===== config.mk =====
export PLATFORM = sky130hd
export DESIGN_NAME = keypad_scan_debounce_color_core
export DESIGN_NICKNAME = d
export VERILOG_FILES = /design/src/sv/kpsd_pkg.sv /design/src/sv/kpsd_row_lane.sv /design/src/sv/keypad_scan_debounce_color_core.sv
export SDC_FILE = /design/constraint.sdc
export NUM_CORES = 1
export LEC_CHECK = 0
export BUFFER_PORTS_ARGS = -buffer_cell sky130_fd_sc_hd__buf_2
export CORE_MARGIN = 3
export CORE_UTILIZATION = 50
export CTS_CLUSTER_SIZE = 40
export DETAILED_ROUTE_END_ITERATION = 6
export GPL_TIMING_DRIVEN = 0
export PLACE_DENSITY = 0.68
export SLEW_MARGIN = 15
export SYNTH_ARGS = -nofsm -noshare
export SYNTH_HDL_FRONTEND = slang
export SYNTH_HIERARCHICAL = 1
export SYNTH_SLANG_ARGS = --single-unit

===== constraint.sdc =====
create_clock -name clk -period 3.95 [get_ports clk]
set_input_delay 1.185 -clock clk [delete_from_list [all_inputs] [get_ports clk]]
set_output_delay 1.185 -clock clk [all_outputs]
set_load 0.1 [all_outputs]

===== src/sv/kpsd_pkg.sv =====
`timescale 1ns / 1ps
// Shared types and constants for the keypad scan, debounce and colour block.
// No dependencies; used by kpsd_row_lane and keypad_scan_debounce_color_core.
package kpsd_pkg;

  // Fixed field widths of the stream payloads and the register.
  localparam int COLUMN_W  = 2;
  localparam int LEVEL_W   = 4;
  localparam int MASK_W    = 16;
  localparam int ROW_OUT_W = 4;
  localparam int CNT_W     = 4;
  localparam int COLOR_W   = 2;

  localparam int IN_TDATA_W  = 8;
  localparam int OUT_TDATA_W = 32;

  localparam logic [CNT_W-1:0] LIMIT_RESET = 4'd4;

  // LED colour codes; a press steps a key through them in this order.
  localparam logic [COLOR_W-1:0] COLOR_OFF   = 2'd0;
  localparam logic [COLOR_W-1:0] COLOR_RED   = 2'd1;
  localparam logic [COLOR_W-1:0] COLOR_GREEN = 2'd2;
  localparam logic [COLOR_W-1:0] COLOR_BLUE  = 2'd3;

  // What one row lane reports for the column being processed.
  typedef struct packed {
    logic               press;
    logic [COLOR_W-1:0] color;
  } lane_res_t;

endpackage


===== src/sv/kpsd_row_lane.sv =====
`timescale 1ns / 1ps
// One row of the key matrix: debounce counters, colours and pressed bits
// for every column of that row. Depends on kpsd_pkg.
module kpsd_row_lane #(
  parameter int COLUMNS = 4
) (
  input  logic                           clk,
  input  logic                           rst,
  input  logic                           update,
  input  logic [kpsd_pkg::COLUMN_W-1:0]  column,
  input  logic                           low,
  input  logic [kpsd_pkg::CNT_W-1:0]     limit,
  output kpsd_pkg::lane_res_t            res,
  output logic [COLUMNS-1:0]             pressed_next
);

  logic [kpsd_pkg::CNT_W-1:0]   cnt   [COLUMNS];
  logic [kpsd_pkg::COLOR_W-1:0] color [COLUMNS];
  logic [COLUMNS-1:0]           pressed;
  logic [COLUMNS-1:0]           sel;

  logic [kpsd_pkg::CNT_W-1:0]   cnt_rd;
  logic [kpsd_pkg::COLOR_W-1:0] color_rd;
  logic [kpsd_pkg::CNT_W-1:0]   cnt_next;
  logic [kpsd_pkg::COLOR_W-1:0] color_next;
  logic [kpsd_pkg::CNT_W-1:0]   limit_eff;
  logic                         set_key;
  logic                         clr_key;
  logic                         press;

  for (genvar c = 0; c < COLUMNS; c++) begin : g_sel
    assign sel[c] = (32'(column) == 32'(c));
  end

  always_comb begin
    cnt_rd   = '0;
    color_rd = kpsd_pkg::COLOR_OFF;
    for (int c = 0; c < COLUMNS; c++) begin
      if (sel[c]) begin
        cnt_rd   = cnt[c];
        color_rd = color[c];
      end
    end
  end

  // A limit of zero behaves as a limit of one.
  assign limit_eff = (limit == '0) ? kpsd_pkg::CNT_W'(1) : limit;

  always_comb begin
    cnt_next   = cnt_rd;
    color_next = color_rd;
    set_key    = 1'b0;
    clr_key    = 1'b0;
    press      = 1'b0;
    if (low) begin
      if (cnt_rd < limit_eff) begin
        cnt_next = cnt_rd + 1'b1;
        if (cnt_next == limit_eff) begin
          set_key    = 1'b1;
          press      = 1'b1;
          color_next = color_rd + 1'b1;
        end
      end else begin
        // Held at or beyond the limit: stays pressed, no new event.
        set_key = 1'b1;
      end
    end else begin
      if (cnt_rd == '0) begin
        clr_key    = 1'b1;
        color_next = kpsd_pkg::COLOR_OFF;
      end else begin
        cnt_next = cnt_rd - 1'b1;
      end
    end
  end

  assign pressed_next = set_key ? (pressed | sel)
                      : clr_key ? (pressed & ~sel)
                      : pressed;

  assign res.press = press;
  assign res.color = color_next;

  always_ff @(posedge clk) begin
    if (rst) begin
      pressed <= '0;
      for (int c = 0; c < COLUMNS; c++) begin
        cnt[c]   <= '0;
        color[c] <= kpsd_pkg::COLOR_OFF;
      end
    end else if (update) begin
      pressed <= pressed_next;
      for (int c = 0; c < COLUMNS; c++) begin
        if (sel[c]) begin
          cnt[c]   <= cnt_next;
          color[c] <= color_next;
        end
      end
    end
  end

endmodule


===== src/sv/keypad_scan_debounce_color_core.sv =====
`timescale 1ns / 1ps
// Top level of the keypad matrix scanner with per-key debounce and LED colours.
// Depends on kpsd_pkg and kpsd_row_lane (one lane per matrix row).
//
//  Channel | Direction | Handshake       | Payload
//  s_axis  | in        | tvalid / tready | tdata: column[1:0], rows_level[5:2]
//  m_axis  | out       | tvalid / tready | tdata: pressed_mask, press_events, R, G, B
//  cfg     | in        | cfg_we          | cfg_wdata: debounce_limit
//
// One transfer in and one transfer out per cycle when both sides flow; a scan
// is held in the input register and then captured in the output register.
// The key state is read and written back within that single pass. Reset
// clears all counters, colours, pressed bits and both stages, and loads a
// debounce limit of four. A stalled output holds its result, and the input
// stage keeps accepting while empty.
module keypad_scan_debounce_color_core #(
  parameter int ROWS    = 4,
  parameter int COLUMNS = 4
) (
  input  logic                                clk,
  input  logic                                rst,
  input  logic                                cfg_we,
  input  logic [kpsd_pkg::CNT_W-1:0]          cfg_wdata,   // debounce_limit
  input  logic                                s_axis_tvalid,
  output logic                                s_axis_tready,
  // column [1:0], rows_level [5:2], zero [7:6]
  input  logic [kpsd_pkg::IN_TDATA_W-1:0]     s_axis_tdata,
  output logic                                m_axis_tvalid,
  input  logic                                m_axis_tready,
  // pressed_mask [15:0], press_events [19:16], led_red [23:20],
  // led_green [27:24], led_blue [31:28]
  output logic [kpsd_pkg::OUT_TDATA_W-1:0]    m_axis_tdata
);

  localparam int NKEYS = ROWS * COLUMNS;

  logic [kpsd_pkg::CNT_W-1:0]     limit;
  logic                           in_valid;
  logic [kpsd_pkg::COLUMN_W-1:0]  in_col;
  logic [kpsd_pkg::LEVEL_W-1:0]   in_levels;
  logic                           out_valid;
  logic [kpsd_pkg::MASK_W-1:0]    out_mask;
  logic [kpsd_pkg::ROW_OUT_W-1:0] out_events;
  logic [kpsd_pkg::ROW_OUT_W-1:0] out_red;
  logic [kpsd_pkg::ROW_OUT_W-1:0] out_green;
  logic [kpsd_pkg::ROW_OUT_W-1:0] out_blue;

  logic                           s_accept;
  logic                           advance;
  logic                           in_range;

  kpsd_pkg::lane_res_t            lane_res [ROWS];
  logic [COLUMNS-1:0]             lane_pressed [ROWS];
  logic [ROWS-1:0]                evt_all;
  logic [ROWS-1:0]                red_all;
  logic [ROWS-1:0]                green_all;
  logic [ROWS-1:0]                blue_all;
  logic [NKEYS-1:0]               keys_next;
  logic [kpsd_pkg::MASK_W-1:0]    mask_next;
  logic [kpsd_pkg::ROW_OUT_W-1:0] evt_next;
  logic [kpsd_pkg::ROW_OUT_W-1:0] red_next;
  logic [kpsd_pkg::ROW_OUT_W-1:0] green_next;
  logic [kpsd_pkg::ROW_OUT_W-1:0] blue_next;

  assign advance       = in_valid && (!out_valid || m_axis_tready);
  assign s_axis_tready = !in_valid || advance;
  assign s_accept      = s_axis_tvalid && s_axis_tready;
  assign in_range      = (32'(in_col) < 32'(COLUMNS));

  for (genvar r = 0; r < ROWS; r++) begin : g_row
    logic low;

    // Rows beyond the level field read as released.
    if (r < kpsd_pkg::LEVEL_W) begin : g_lvl
      assign low = ~in_levels[r];
    end else begin : g_nolvl
      assign low = 1'b0;
    end

    kpsd_row_lane #(
      .COLUMNS (COLUMNS)
    ) u_lane (
      .clk          (clk),
      .rst          (rst),
      .update       (advance && in_range),
      .column       (in_col),
      .low          (low),
      .limit        (limit),
      .res          (lane_res[r]),
      .pressed_next (lane_pressed[r])
    );

    always_comb begin
      evt_all[r]   = lane_res[r].press;
      red_all[r]   = 1'b0;
      green_all[r] = 1'b0;
      blue_all[r]  = 1'b0;
      case (lane_res[r].color)
        kpsd_pkg::COLOR_RED:   red_all[r]   = 1'b1;
        kpsd_pkg::COLOR_GREEN: green_all[r] = 1'b1;
        kpsd_pkg::COLOR_BLUE:  blue_all[r]  = 1'b1;
        default: ;
      endcase
    end

    for (genvar c = 0; c < COLUMNS; c++) begin : g_key
      assign keys_next[c*ROWS + r] = lane_pressed[r][c];
    end
  end

  for (genvar i = 0; i < kpsd_pkg::ROW_OUT_W; i++) begin : g_rowout
    if (i < ROWS) begin : g_on
      assign evt_next[i]   = in_range & evt_all[i];
      assign red_next[i]   = in_range & red_all[i];
      assign green_next[i] = in_range & green_all[i];
      assign blue_next[i]  = in_range & blue_all[i];
    end else begin : g_off
      assign evt_next[i]   = 1'b0;
      assign red_next[i]   = 1'b0;
      assign green_next[i] = 1'b0;
      assign blue_next[i]  = 1'b0;
    end
  end

  for (genvar k = 0; k < kpsd_pkg::MASK_W; k++) begin : g_mask
    if (k < NKEYS) begin : g_on
      assign mask_next[k] = keys_next[k];
    end else begin : g_off
      assign mask_next[k] = 1'b0;
    end
  end

  always_ff @(posedge clk) begin
    if (rst) begin
      limit     <= kpsd_pkg::LIMIT_RESET;
      in_valid  <= 1'b0;
      out_valid <= 1'b0;
    end else begin
      if (cfg_we) begin
        limit <= cfg_wdata;
      end
      if (s_accept) begin
        in_valid <= 1'b1;
      end else if (advance) begin
        in_valid <= 1'b0;
      end
      if (advance) begin
        out_valid <= 1'b1;
      end else if (m_axis_tready) begin
        out_valid <= 1'b0;
      end
    end
  end

  always_ff @(posedge clk) begin
    if (s_accept) begin
      in_col    <= s_axis_tdata[kpsd_pkg::COLUMN_W-1:0];
      in_levels <= s_axis_tdata[kpsd_pkg::COLUMN_W +: kpsd_pkg::LEVEL_W];
    end
    if (advance) begin
      out_mask   <= mask_next;
      out_events <= evt_next;
      out_red    <= red_next;
      out_green  <= green_next;
      out_blue   <= blue_next;
    end
  end

  assign m_axis_tvalid = out_valid;
  assign m_axis_tdata  = {out_blue, out_green, out_red, out_events, out_mask};

  // At most one colour lights per row.
  a_led_onehot: assert property (@(posedge clk) disable iff (rst)
    m_axis_tvalid |-> ((out_red & out_green) | (out_red & out_blue)
                       | (out_green & out_blue)) == '0)
    else $error("more than one LED colour driven on a row");

  // The input side only stalls when both stages are full and the output waits.
  a_stall_cause: assert property (@(posedge clk) disable iff (rst)
    !s_axis_tready |-> (in_valid && out_valid && !m_axis_tready))
    else $error("input stalled without a blocked output");

  // A scan held in the input register is never dropped.
  a_in_kept: assert property (@(posedge clk) disable iff (rst)
    (in_valid && !advance) |=> in_valid)
    else $error("pending scan lost from the input register");

  // Nothing is offered straight after reset.
  a_reset_empty: assert property (@(posedge clk)
    $past(rst) |-> !m_axis_tvalid)
    else $error("result offered right after reset");

endmodule

==> impl_metrics.toml, run 1 <==
[status]
outcome = "completed"

[worst_setup_path]
crit_path_start_kind = "flip-flop"
cpLargestDelayFamily = "simple AND/OR/NAND/NOR gates"
cp.required_ps = 4130
critical_path.slowest_cell = "edfxtp_1"
crit_fanout = 7
cpPeakStageDelay_ps = 490
path_buf_inv = 2
crit_type = "flip-flop to flip-flop"
arrival_ps = 3730
cp_cell_sequence = "clkbuf_1 > mux4_2 > ha_1 > xor2_1 > nor3b_1 > nand4_1 > nor3b_2 > mux2_4 > inv_1 > nor2b_1"
endpoint_kind = "flip-flop"

[place]
gp_congestion = 0.831
port_buffers = 47
dpl.cell_count = 993
post-dp-hpwl_mm = 12.7
place_ws_ps = 395

[final_layout]
num_antenna_cells = 0
layout_common_cells = "134 x edfxtp_1, 75 x nor2_1, 48 x buf_2"
fin_nets = 837
stdcell_count = 1025
drive_above_1_share_pct = 21.1
n_fill_cell = 1370
areaGrowthSynthToFinish_pct = 13.8
layout_commonest_cell = "edfxtp_1"

[global_route]
track_usage_pct = 19.9
grt_max_degree = 28
overflow = 0
grt_pass1_wl_mm = 28.7
met1_usage_pct = 25.4
met2_usage_pct = 33.9
top_usage_layer = "met2"
antenna_found_initial = 0
grt_pass1_vias = 5751
met3_usage_pct = 4.02

[drt]
dr.pass1.iters = 7
num_vias = 5830
ant_nets = 0
post_drt_wl_per_cell_um = 17.8
wirelength_mm = 18.2
drc = 0
routed_via_density = 5.69
drt_iter0_markers = 365

[clock_network]
cts_hold_buf = 0
clk_pin_slew_ps = 60
cts_buffers = 17
root_buffer = "clkbuf_16"
postCtsSetupRepairBufs = 0
cts_buffer_depth = 2
cts_resized = 0
worstSkewPairLatency_ps = 420
h-tree-depth = 4
cts.sinks = 156
cts_tree = "yes"

[sta]
final_max_slew_viol_count = 0
finalSetupViolCount = 0
holdWs_ps = 471
fin_crit_ps = 3560
rsz0062_at_grt = "no"
fmax_mhz = 281
finalCritPeriodShare_pct = 90.0
hold_violations = 0
worstMarginPinSlew_ps = 730
skew_ps = 7.18
setup_tns_ps = 0
setup_ws_ps = 394
max_slew_margin_pct = 51.2

[floorplan]
die_h_um = 138
fp.dieW_um = 138
start_util_pct = 51.6
core_area_um2 = 16800
pin_count = 51
die-area_um2 = 19000
num_rows = 47

[logic_synthesis]
synth-seq-area-share_pct = 51.4
synth.net_count = 770
syn_avg_cell_area_um2 = 12.0
ys_warn_count = 6
syn_area_um2 = 8680
ys_ff_latch = 156
synth_cell_type_count = 56
synth_cells = 725

[power_and_ir_drop]
power_switching_mw = 1.23
p_int_mw = 3.37
finalPower_mw = 4.60
seqPwrFrac_pct = 41.4
switching_share_pct = 26.7
power_per_cell_area_nw_per_um2 = 466
p_clk_share_pct = 39.8
irDropWorstVdd_mv = 0.319
power_leakage_nw = 3.81
p_comb_share_pct = 18.8

[run]
maxCapViolations = 0

[worst_hold_path]
min_path_type = "flip-flop to flip-flop"
[routing by layer]
layer,vias to the layer above,wire length [um],part of all wire (%)
met2,169,9160,50
met3,20,894,4.9
met1,2865,7910,43
li1,2776,-,-
met4,0,238,1.3
met5,-,0,0
[area by class of cell]
| cell class | count | area, um^2 | area share, % |
|---|---|---|---|
| flip-flops and latches | 156 | 4460 | 45.2 |
| multi-input cells | 490 | 3790 | 38.3 |
| clock buffers | 17 | 425 | 4.30 |
| plain buffers | 40 | 287 | 2.90 |
| well taps | 220 | 275 | 2.78 |
| repair buffers | 48 | 255 | 2.58 |
| clock inverters | 15 | 244 | 2.47 |
| inverters | 39 | 146 | 1.48 |
[power by group through the flow]
stage / registers, mW / logic [mW] / clock network, mW
2_1_floorplan: 2.06 / 0.567 / 0
5_1_grt: 1.91 / 0.941 / 1.92
3_5_place_dp: 1.94 / 0.862 / 0
4_1_cts: 1.91 / 0.869 / 1.86
6_report: 1.91 / 0.867 / 1.83
3_3_place_gp: 1.94 / 0.837 / 0
[synth_stat cells, drive strengths merged]
cell type,n,area (um^2)
a211o,1,8.76
or2b,4,30.0
a211oi,10,85.1
mux4,24,567
edfxtp,134,4020
or3,5,46.3
and3,8,50.1
nor3,7,45.0
a2bb2oi,1,8.76
nor2,75,282
a31oi,3,37.5
and2b,2,15.0
o31ai,8,73.8
nor4bb,4,91.3
clkbuf,18,67.6
a31o,5,43.8
xor2,11,96.3
nand4,7,43.8
buf,22,219
or2,5,33.8
o211ai,8,80.1
a21boi,7,97.6
a21oi,22,121
mux2i,8,80.1
nand4bb,1,11.3
o21ai,44,220
xnor2,13,166
ha,28,350
nor2b,48,303
dfxtp,22,440
and2,10,72.6
mux2,8,120
nand3,13,65.1
nor3b,6,60.1
inv,39,146
nand3b,5,37.5
o22ai,16,100
nand2,45,169
nand2b,28,175
[flip-flops by register name, summed over array words and instances (netlist names)]
| signal | flops |
|---|---|
| out_blue | 4 |
| in_valid | 1 |
| g_row.u_lane/color | 32 |
| g_row.u_lane/pressed | 16 |
| in_col | 2 |
| out_red | 4 |
| in_levels | 4 |
| out_events | 4 |
| g_row.u_lane/cnt | 64 |
| m_axis_tvalid | 1 |
| limit | 4 |
| out_green | 4 |
| out_mask | 16 |
[through the flow]
step / utilization [%] / cell area [um^2]
5_1_grt: 58.8 / 9890
6_report: 58.8 / 9890
3_5_place_dp: 54.8 / 9220
3_3_place_gp: 54.7 / 9200
2_1_floorplan: - / 8680
4_1_cts: 58.8 / 9890
[cells by family after synthesis]
kind of cell,share of synthesized area [%]
simple gates,17.6
compound gates,10.1
flops,51.4
fa+ha+maj,4.03
mux,8.83
buf+inv,4.98
xor+xnor,3.03
[final timing paths]
kind | end | cells past startpoint | startpoint | slack, ps
worst min register to register | m_axis_tvalid$_SDFFE_PP0P_ | 2 | in_valid$_SDFFE_PP0P_ | 470
worst min-delay path | m_axis_tvalid$_SDFFE_PP0P_ | 2 | in_valid$_SDFFE_PP0P_ | 470
worst max register to register | out_red[1]$_DFFE_PP_ | 10 | in_col[1]$_DFFE_PP_ | 390
worst max-delay path | out_red[1]$_DFFE_PP_ | 10 | in_col[1]$_DFFE_PP_ | 390
[worst register-to-register path: stages, from the launching register on]
cell and delay, ps:
edfxtp_1 490, clkbuf_1 400, mux4_2 470, ha_1 380, xor2_1 180, nor3b_1 430, nand4_1 190, nor3b_2 280
mux2_4 350, inv_1 100, nor2b_1 50
Note: power is estimated with default switching activity, not from simulation.
==> run 2: changes to the inputs <==
--- a/config.mk
+++ b/config.mk
@@ -6,7 +6,7 @@
 export NUM_CORES = 1
 export LEC_CHECK = 0
 export BUFFER_PORTS_ARGS = -buffer_cell sky130_fd_sc_hd__buf_2
-export CORE_MARGIN = 3
+export CORE_MARGIN = 8
 export CORE_UTILIZATION = 50
 export CTS_CLUSTER_SIZE = 40
 export DETAILED_ROUTE_END_ITERATION = 6
==> impl_metrics.toml, run 2 (synthesized netlist as in run 1, its figures left out) <==
[status]
outcome = "completed"

[final_layout]
fin_nets = 837
layout_common_cells = "134 x edfxtp_1, 75 x nor2_1, 48 x buf_2"
top_regs = "g_row.u_lane/cnt x64, g_row.u_lane/color x32"
areaGrowthSynthToFinish_pct = 12.7
largest_register = "g_row.u_lane/cnt"
layout_commonest_cell = "edfxtp_1"
num_antenna_cells = 0
n_fill_cell = 1408
largest_reg_flops = 64
drive_above_1_share_pct = 21.1
final_area_um2 = 9780

[global_route]
grt_pass1_vias = 5808
grt_max_degree = 31
overflow = 0
antenna_found_initial = 1
track_usage_pct = 17.0
grt_pass1_wl_mm = 29.3

[sta]
rsz0062_at_grt = "no"
finalCritPeriodShare_pct = 91.2
hold_violations = 0
fin_crit_ps = 3600
worstMarginPinSlew_ps = 714
fmax_mhz = 278
setup_tns_ps = 0
final_max_slew_viol_count = 0
skew_ps = 8.03
max_slew_margin_pct = 52.2
setup_ws_ps = 347
finalSetupViolCount = 0

[drt]
num_vias = 5772
drt_iter0_markers = 441
wirelength_mm = 18.2
ant_nets = 0
routed_via_density = 5.60
drc = 0
post_drt_wl_per_cell_um = 17.6
dr.pass1.iters = 5

[floorplan]
core_area_um2 = 17100
start_util_pct = 50.7
pin_count = 51
fp.dieW_um = 148
die-area_um2 = 21800
die_h_um = 148
num_rows = 48

[power_and_ir_drop]
p_comb_share_pct = 20.2
p_int_mw = 3.07
seqPwrFrac_pct = 44.3
power_per_cell_area_nw_per_um2 = 440
power_switching_mw = 1.23
p_clk_share_pct = 35.5
irDropWorstVdd_mv = 0.294
power_leakage_nw = 3.75
switching_share_pct = 28.6

[worst_hold_path]
hold_path_end = "m_axis_tvalid$_SDFFE_PP0P_"
hold_start = "in_valid$_SDFFE_PP0P_"
worstHoldPathCells = 2
min_path_type = "flip-flop to flip-flop"

[clock_network]
root_buffer = "clkbuf_16"
cts_resized = 0
cts_buffers = 17
clk_pin_slew_ps = 60
postCtsSetupRepairBufs = 0
worstSkewPairLatency_ps = 420
cts.sinks = 156
cts_buffer_depth = 2
cts_tree = "yes"
cts_hold_buf = 0
h-tree-depth = 4

[worst_setup_path]
cpPeakStageDelay_ps = 600
crit_path_start_kind = "flip-flop"
cpLargestDelayFamily = "multiplexers"
rr_startpoint = "in_col[0]$_DFFE_PP_"
arrival_ps = 3790
path_buf_inv = 2
cp_cell_sequence = "buf_6 > mux4_2 > ha_1 > nor2b_1 > o211ai_1 > nand2_1 > nor4bb_4 > mux2_4 > inv_1 > nor2b_1"
reg2reg_to = "out_green[1]$_DFFE_PP_"
endpoint_kind = "flip-flop"
crit_fanout = 7
ff2ff_setup_slack_ps = 350
cp.required_ps = 4140
crit_type = "flip-flop to flip-flop"
r2r_cells = 10
crit_top_cell = "nor2b_1"
critical_path.slowest_cell = "mux4_2"

[place]
placed_cell_area_um2 = 9220
place_ws_ps = 369
gp_congestion = 0.807
port_buffers = 47
post-dp-hpwl_mm = 12.7

[run]
maxCapViolations = 0
==> run 2: final cells by class <==
type | count | area (um^2) | area share, %
clock inverters | 13 | 119 | 1.21
repair buffers | 48 | 255 | 2.61
well taps | 225 | 282 | 2.88
plain buffers | 40 | 287 | 2.93
clock buffers | 19 | 443 | 4.53
flip-flops and latches | 156 | 4460 | 45.6
inverters | 39 | 146 | 1.50
multi-input cells | 490 | 3790 | 38.7
==> run 2: how the worst max path moves through the flow <==
| stage | startpoint | end | slack, ps | cells past startpoint |
|---|---|---|---|---|
| final | in_col[0]$_DFFE_PP_ | out_green[1]$_DFFE_PP_ | 350 | 10 |
| after global routing | in_col[0]$_DFFE_PP_ | out_red[1]$_DFFE_PP_ | 110 | 10 |
| after CTS | in_col[0]$_DFFE_PP_ | out_green[1]$_DFFE_PP_ | 320 | 10 |
| after global placement | m_axis_tready | g_row[0].u_lane/cnt[3][3]$_SDFFCE_PN0P_ | -410 | 6 |
| after floorplan | m_axis_tready | g_row[0].u_lane/cnt[3][3]$_SDFFCE_PN0P_ | 570 | 5 |
| after detailed placement | in_col[0]$_DFFE_PP_ | out_green[1]$_DFFE_PP_ | 370 | 10 |
==> run 2: worst register-to-register path, cell delays in order (launching register included) <==
cell,delay (ps)
edfxtp_1,550
buf_6,210
mux4_2,600
ha_1,320
nor2b_1,130
o211ai_1,320
nand2_1,300
nor4bb_4,430
mux2_4,370
inv_1,90
nor2b_1,50
==> run 2: power by group through the flow <==
| stage | combinational [mW] | clock [mW] | sequential (mW) |
|---|---|---|---|
| 4_1_cts | 0.867 | 1.55 | 1.91 |
| 2_1_floorplan | 0.567 | 0 | 2.06 |
| 5_1_grt | 0.944 | 1.62 | 1.91 |
| 6_report | 0.868 | 1.53 | 1.91 |
| 3_3_place_gp | 0.838 | 0 | 1.94 |
| 3_5_place_dp | 0.859 | 0 | 1.94 |
==> run 2: per-stage QoR <==
| step | power [mW] | hold WS, ps | util (%) | instances |
|---|---|---|---|---|
| finish | 4.30 | 469 | 57.2 | 1030 |
| global route | 4.48 | 498 | 57.2 | 1030 |
| CTS | 4.33 | 466 | 57.2 | 1030 |
| detailed placement | 2.80 | 456 | 53.9 | 998 |
| global placement | 2.78 | 442 | 53.8 | 997 |
| floorplan | 2.63 | 428 | - | 725 |
==> run 2: layer usage <==
metal | vias up | GRT usage, % | wire (um)
li1 | 2771 | - | -
met1 | 2789 | 21.4 | 8130
met2 | 176 | 27.5 | 8780
met3 | 34 | 4.89 | 915
met4 | 2 | 6.12 | 333
met5 | - | 0 | 13
==> run 3: changes to the inputs <==
--- a/config.mk
+++ b/config.mk
@@ -6,14 +6,14 @@
 export NUM_CORES = 1
 export LEC_CHECK = 0
 export BUFFER_PORTS_ARGS = -buffer_cell sky130_fd_sc_hd__buf_2
-export CORE_MARGIN = 8
+export CORE_MARGIN = 2
 export CORE_UTILIZATION = 50
 export CTS_CLUSTER_SIZE = 40
 export DETAILED_ROUTE_END_ITERATION = 6
 export GPL_TIMING_DRIVEN = 0
 export PLACE_DENSITY = 0.68
+export REMOVE_ABC_BUFFERS = 1
 export SLEW_MARGIN = 15
 export SYNTH_ARGS = -nofsm -noshare
 export SYNTH_HDL_FRONTEND = slang
-export SYNTH_HIERARCHICAL = 1
 export SYNTH_SLANG_ARGS = --single-unit
==> impl_metrics.toml, run 3 <==
[logic_synthesis]
syn_area_um2 = 7990
synth_edf_count = 134
async_flop_share_pct = 0
yosysMostFrequentCell = "edfxtp_1"
synth_cells = 669
synth_top_area_share_pct = 50.4
synth_common_cells = "134 x edfxtp_1, 117 x nor2_1, 33 x o21ai_0"
synth-main-ff-cell = "edfxtp_1"
post-synth-top-area-cell = "edfxtp_1"
synth_area_leaders = "edfxtp_1 50%, mux4_2 6.8%, dfxtp_1 5.5%"
ys_warn_count = 0
ys_ff_latch = 156
syn_avg_cell_area_um2 = 11.9
synth-seq-area-share_pct = 55.9
synth_cell_type_count = 56

[worst_hold_path]
worstHoldPathCells = 2
hold_path_end = "g_row[3].u_lane.pressed[0]$_SDFFE_PP0P_"
hold_start = "g_row[3].u_lane.pressed[0]$_SDFFE_PP0P_"
min_path_type = "flip-flop to flip-flop"

[sta]
setup_tns_ps = 0
fmax_mhz = 270
skew_ps = 9.22
rsz0062_at_grt = "no"
holdWs_ps = 478
fin_crit_ps = 3700
finalSetupViolCount = 0
final_max_slew_viol_count = 0
hold_violations = 0
worstMarginPinSlew_ps = 842
setup_ws_ps = 250
finalCritPeriodShare_pct = 93.7
max_slew_margin_pct = 43.8

[worst_setup_path]
endpoint_kind = "flip-flop"
arrival_ps = 3890
cpPeakStageDelay_ps = 580
cp.required_ps = 4140
crit_path_start_kind = "flip-flop"
r2r_cells = 11
ff2ff_setup_slack_ps = 250
reg2reg_to = "out_green[1]$_DFFE_PP_"
crit_type = "flip-flop to flip-flop"
cp_cell_sequence = "buf_8 > buf_8 > buf_6 > mux4_2 > ha_1 > xnor2_1 > xnor2_1 > or3_1 > nor4_4 > mux2_4 > nor2b_1"
critical_path.slowest_cell = "mux4_2"
crit_fanout = 17
rr_startpoint = "in_col[0]$_DFFE_PP_"

[status]
outcome = "completed"

[place]
gp_congestion = 0.823
dpl.cell_count = 897
post-dp-hpwl_mm = 11.0
placed_cell_area_um2 = 8420
place_ws_ps = 131
port_buffers = 48

[drt]
drt_iter0_markers = 395
drc = 0
wirelength_mm = 17.4
num_vias = 5367
dr.pass1.iters = 5
post_drt_wl_per_cell_um = 18.7
routed_via_density = 5.78
ant_nets = 0

[floorplan]
fp.dieW_um = 130
die-area_um2 = 17000
num_rows = 46
core_area_um2 = 15800
start_util_pct = 50.7
die_h_um = 130
pin_count = 51

[power_and_ir_drop]
p_int_mw = 3.15
switching_share_pct = 26.8
irDropWorstVdd_mv = 0.321
p_clk_share_pct = 38.5
power_switching_mw = 1.15
p_comb_share_pct = 17.2
power_leakage_nw = 3.32
power_per_cell_area_nw_per_um2 = 477
seqPwrFrac_pct = 44.3

[clock_network]
cts_buffer_depth = 2
cts.sinks = 156
worstSkewPairLatency_ps = 430
clk_pin_slew_ps = 60
cts_buffers = 17
cts_tree = "yes"
root_buffer = "clkbuf_16"
h-tree-depth = 4
cts_hold_buf = 0

[final_layout]
largest_register = "g_row.u_lane.cnt"
layout_commonest_cell = "edfxtp_1"
drive_above_1_share_pct = 19.5
top_regs = "g_row.u_lane.cnt x64, g_row.u_lane.color x32"
final_area_um2 = 9020
largest_reg_flops = 64
fin_nets = 742
stdcell_count = 929
n_fill_cell = 1301
multi_input_area_um2 = 3270
num_antenna_cells = 0
regArea_um2 = 4460
areaGrowthSynthToFinish_pct = 12.9
layout_common_cells = "134 x edfxtp_1, 117 x nor2_1, 48 x buf_2"

[global_route]
overflow = 0
antenna_found_initial = 0
grt_pass1_vias = 5312
grt_max_degree = 31
track_usage_pct = 21.7
grt_pass1_wl_mm = 27.5

[run]
maxCapViolations = 0
run 3: kinds of logic (layout without fill, tap and decap cells):
| kind of cell | after synthesis | after routing | synth area share (%) |
|---|---|---|---|
| flip-flops | 156 | 156 | 55.9 |
| AO/OA/AOI/OAI | 108 | 108 | 8.49 |
| buffers and inverters | 60 | 104 | 3.66 |
| XOR/XNOR | 32 | 32 | 3.93 |
| AND/OR/NAND/NOR | 249 | 249 | 15.3 |
| adder cells (fa/ha/maj) | 24 | 24 | 3.76 |
| multiplexers | 40 | 40 | 9.02 |
run 3: per-stage QoR:
stage          total power, mW  utilization, %
6_report                  4.31            57.2
5_1_grt                   4.46            57.2
4_1_cts                   4.32            57.1
3_5_place_dp              2.67            53.4
3_3_place_gp              2.64            52.4
2_1_floorplan             2.50               -
run 3: worst max path at each step:
| stage | endpoint | start |
|---|---|---|
| 3_5_place_dp | out_green[1]$_DFFE_PP_ | in_col[0]$_DFFE_PP_ |
| 6_report | out_green[1]$_DFFE_PP_ | in_col[0]$_DFFE_PP_ |
| 5_1_grt | out_green[1]$_DFFE_PP_ | in_col[0]$_DFFE_PP_ |
| 3_3_place_gp | g_row[2].u_lane.color[2][1]$_SDFFCE_PN0P_ | m_axis_tready |
| 4_1_cts | out_green[1]$_DFFE_PP_ | in_col[0]$_DFFE_PP_ |
| 2_1_floorplan | g_row[0].u_lane.cnt[2][0]$_SDFFCE_PN0P_ | m_axis_tready |
run 3: routing by layer:
layer  vias up  share of wire, %  GRT usage [%]
met5         -                 0              0
met4         0               4.0           12.2
met3        52               5.6           4.44
met2       196                50           37.4
met1      2621                41           25.5
li1       2498                 -              -
run 3: timing repair:
action | 4_1_cts | 5_1_grt
gates resized for setup | 0 | 1
endpoints found under the setup margin | 0 | 9
endpoints found under the hold margin | 0 | 0
buffers inserted | 0 | 1
run 3: final cells by class:
class	instances	share of cell area [%]
repair buffers	57	4.15
clock buffers	20	4.84
clock inverters	11	1.66
inverters	16	0.666
multi-input cells	453	36.2
well taps	216	3.00
flip-flops and latches	156	49.5
run 3: power groups by stage:
| stage | combinational (mW) | clock, mW | sequential (mW) |
|---|---|---|---|
| after floorplan | 0.434 | 0 | 2.07 |
| after global placement | 0.683 | 0 | 1.96 |
| after detailed placement | 0.729 | 0 | 1.94 |
| after CTS | 0.735 | 1.67 | 1.91 |
| after global routing | 0.807 | 1.73 | 1.92 |
| final | 0.739 | 1.66 | 1.91 |
run 3: critical path, delay by kind of cell (launching register included):
family | cells | cell delay (ps)
xor+xnor | 2 | 280
fa+ha+maj | 1 | 260
buf+inv | 3 | 580
simple gates | 3 | 850
flops | 1 | 510
mux | 2 | 950
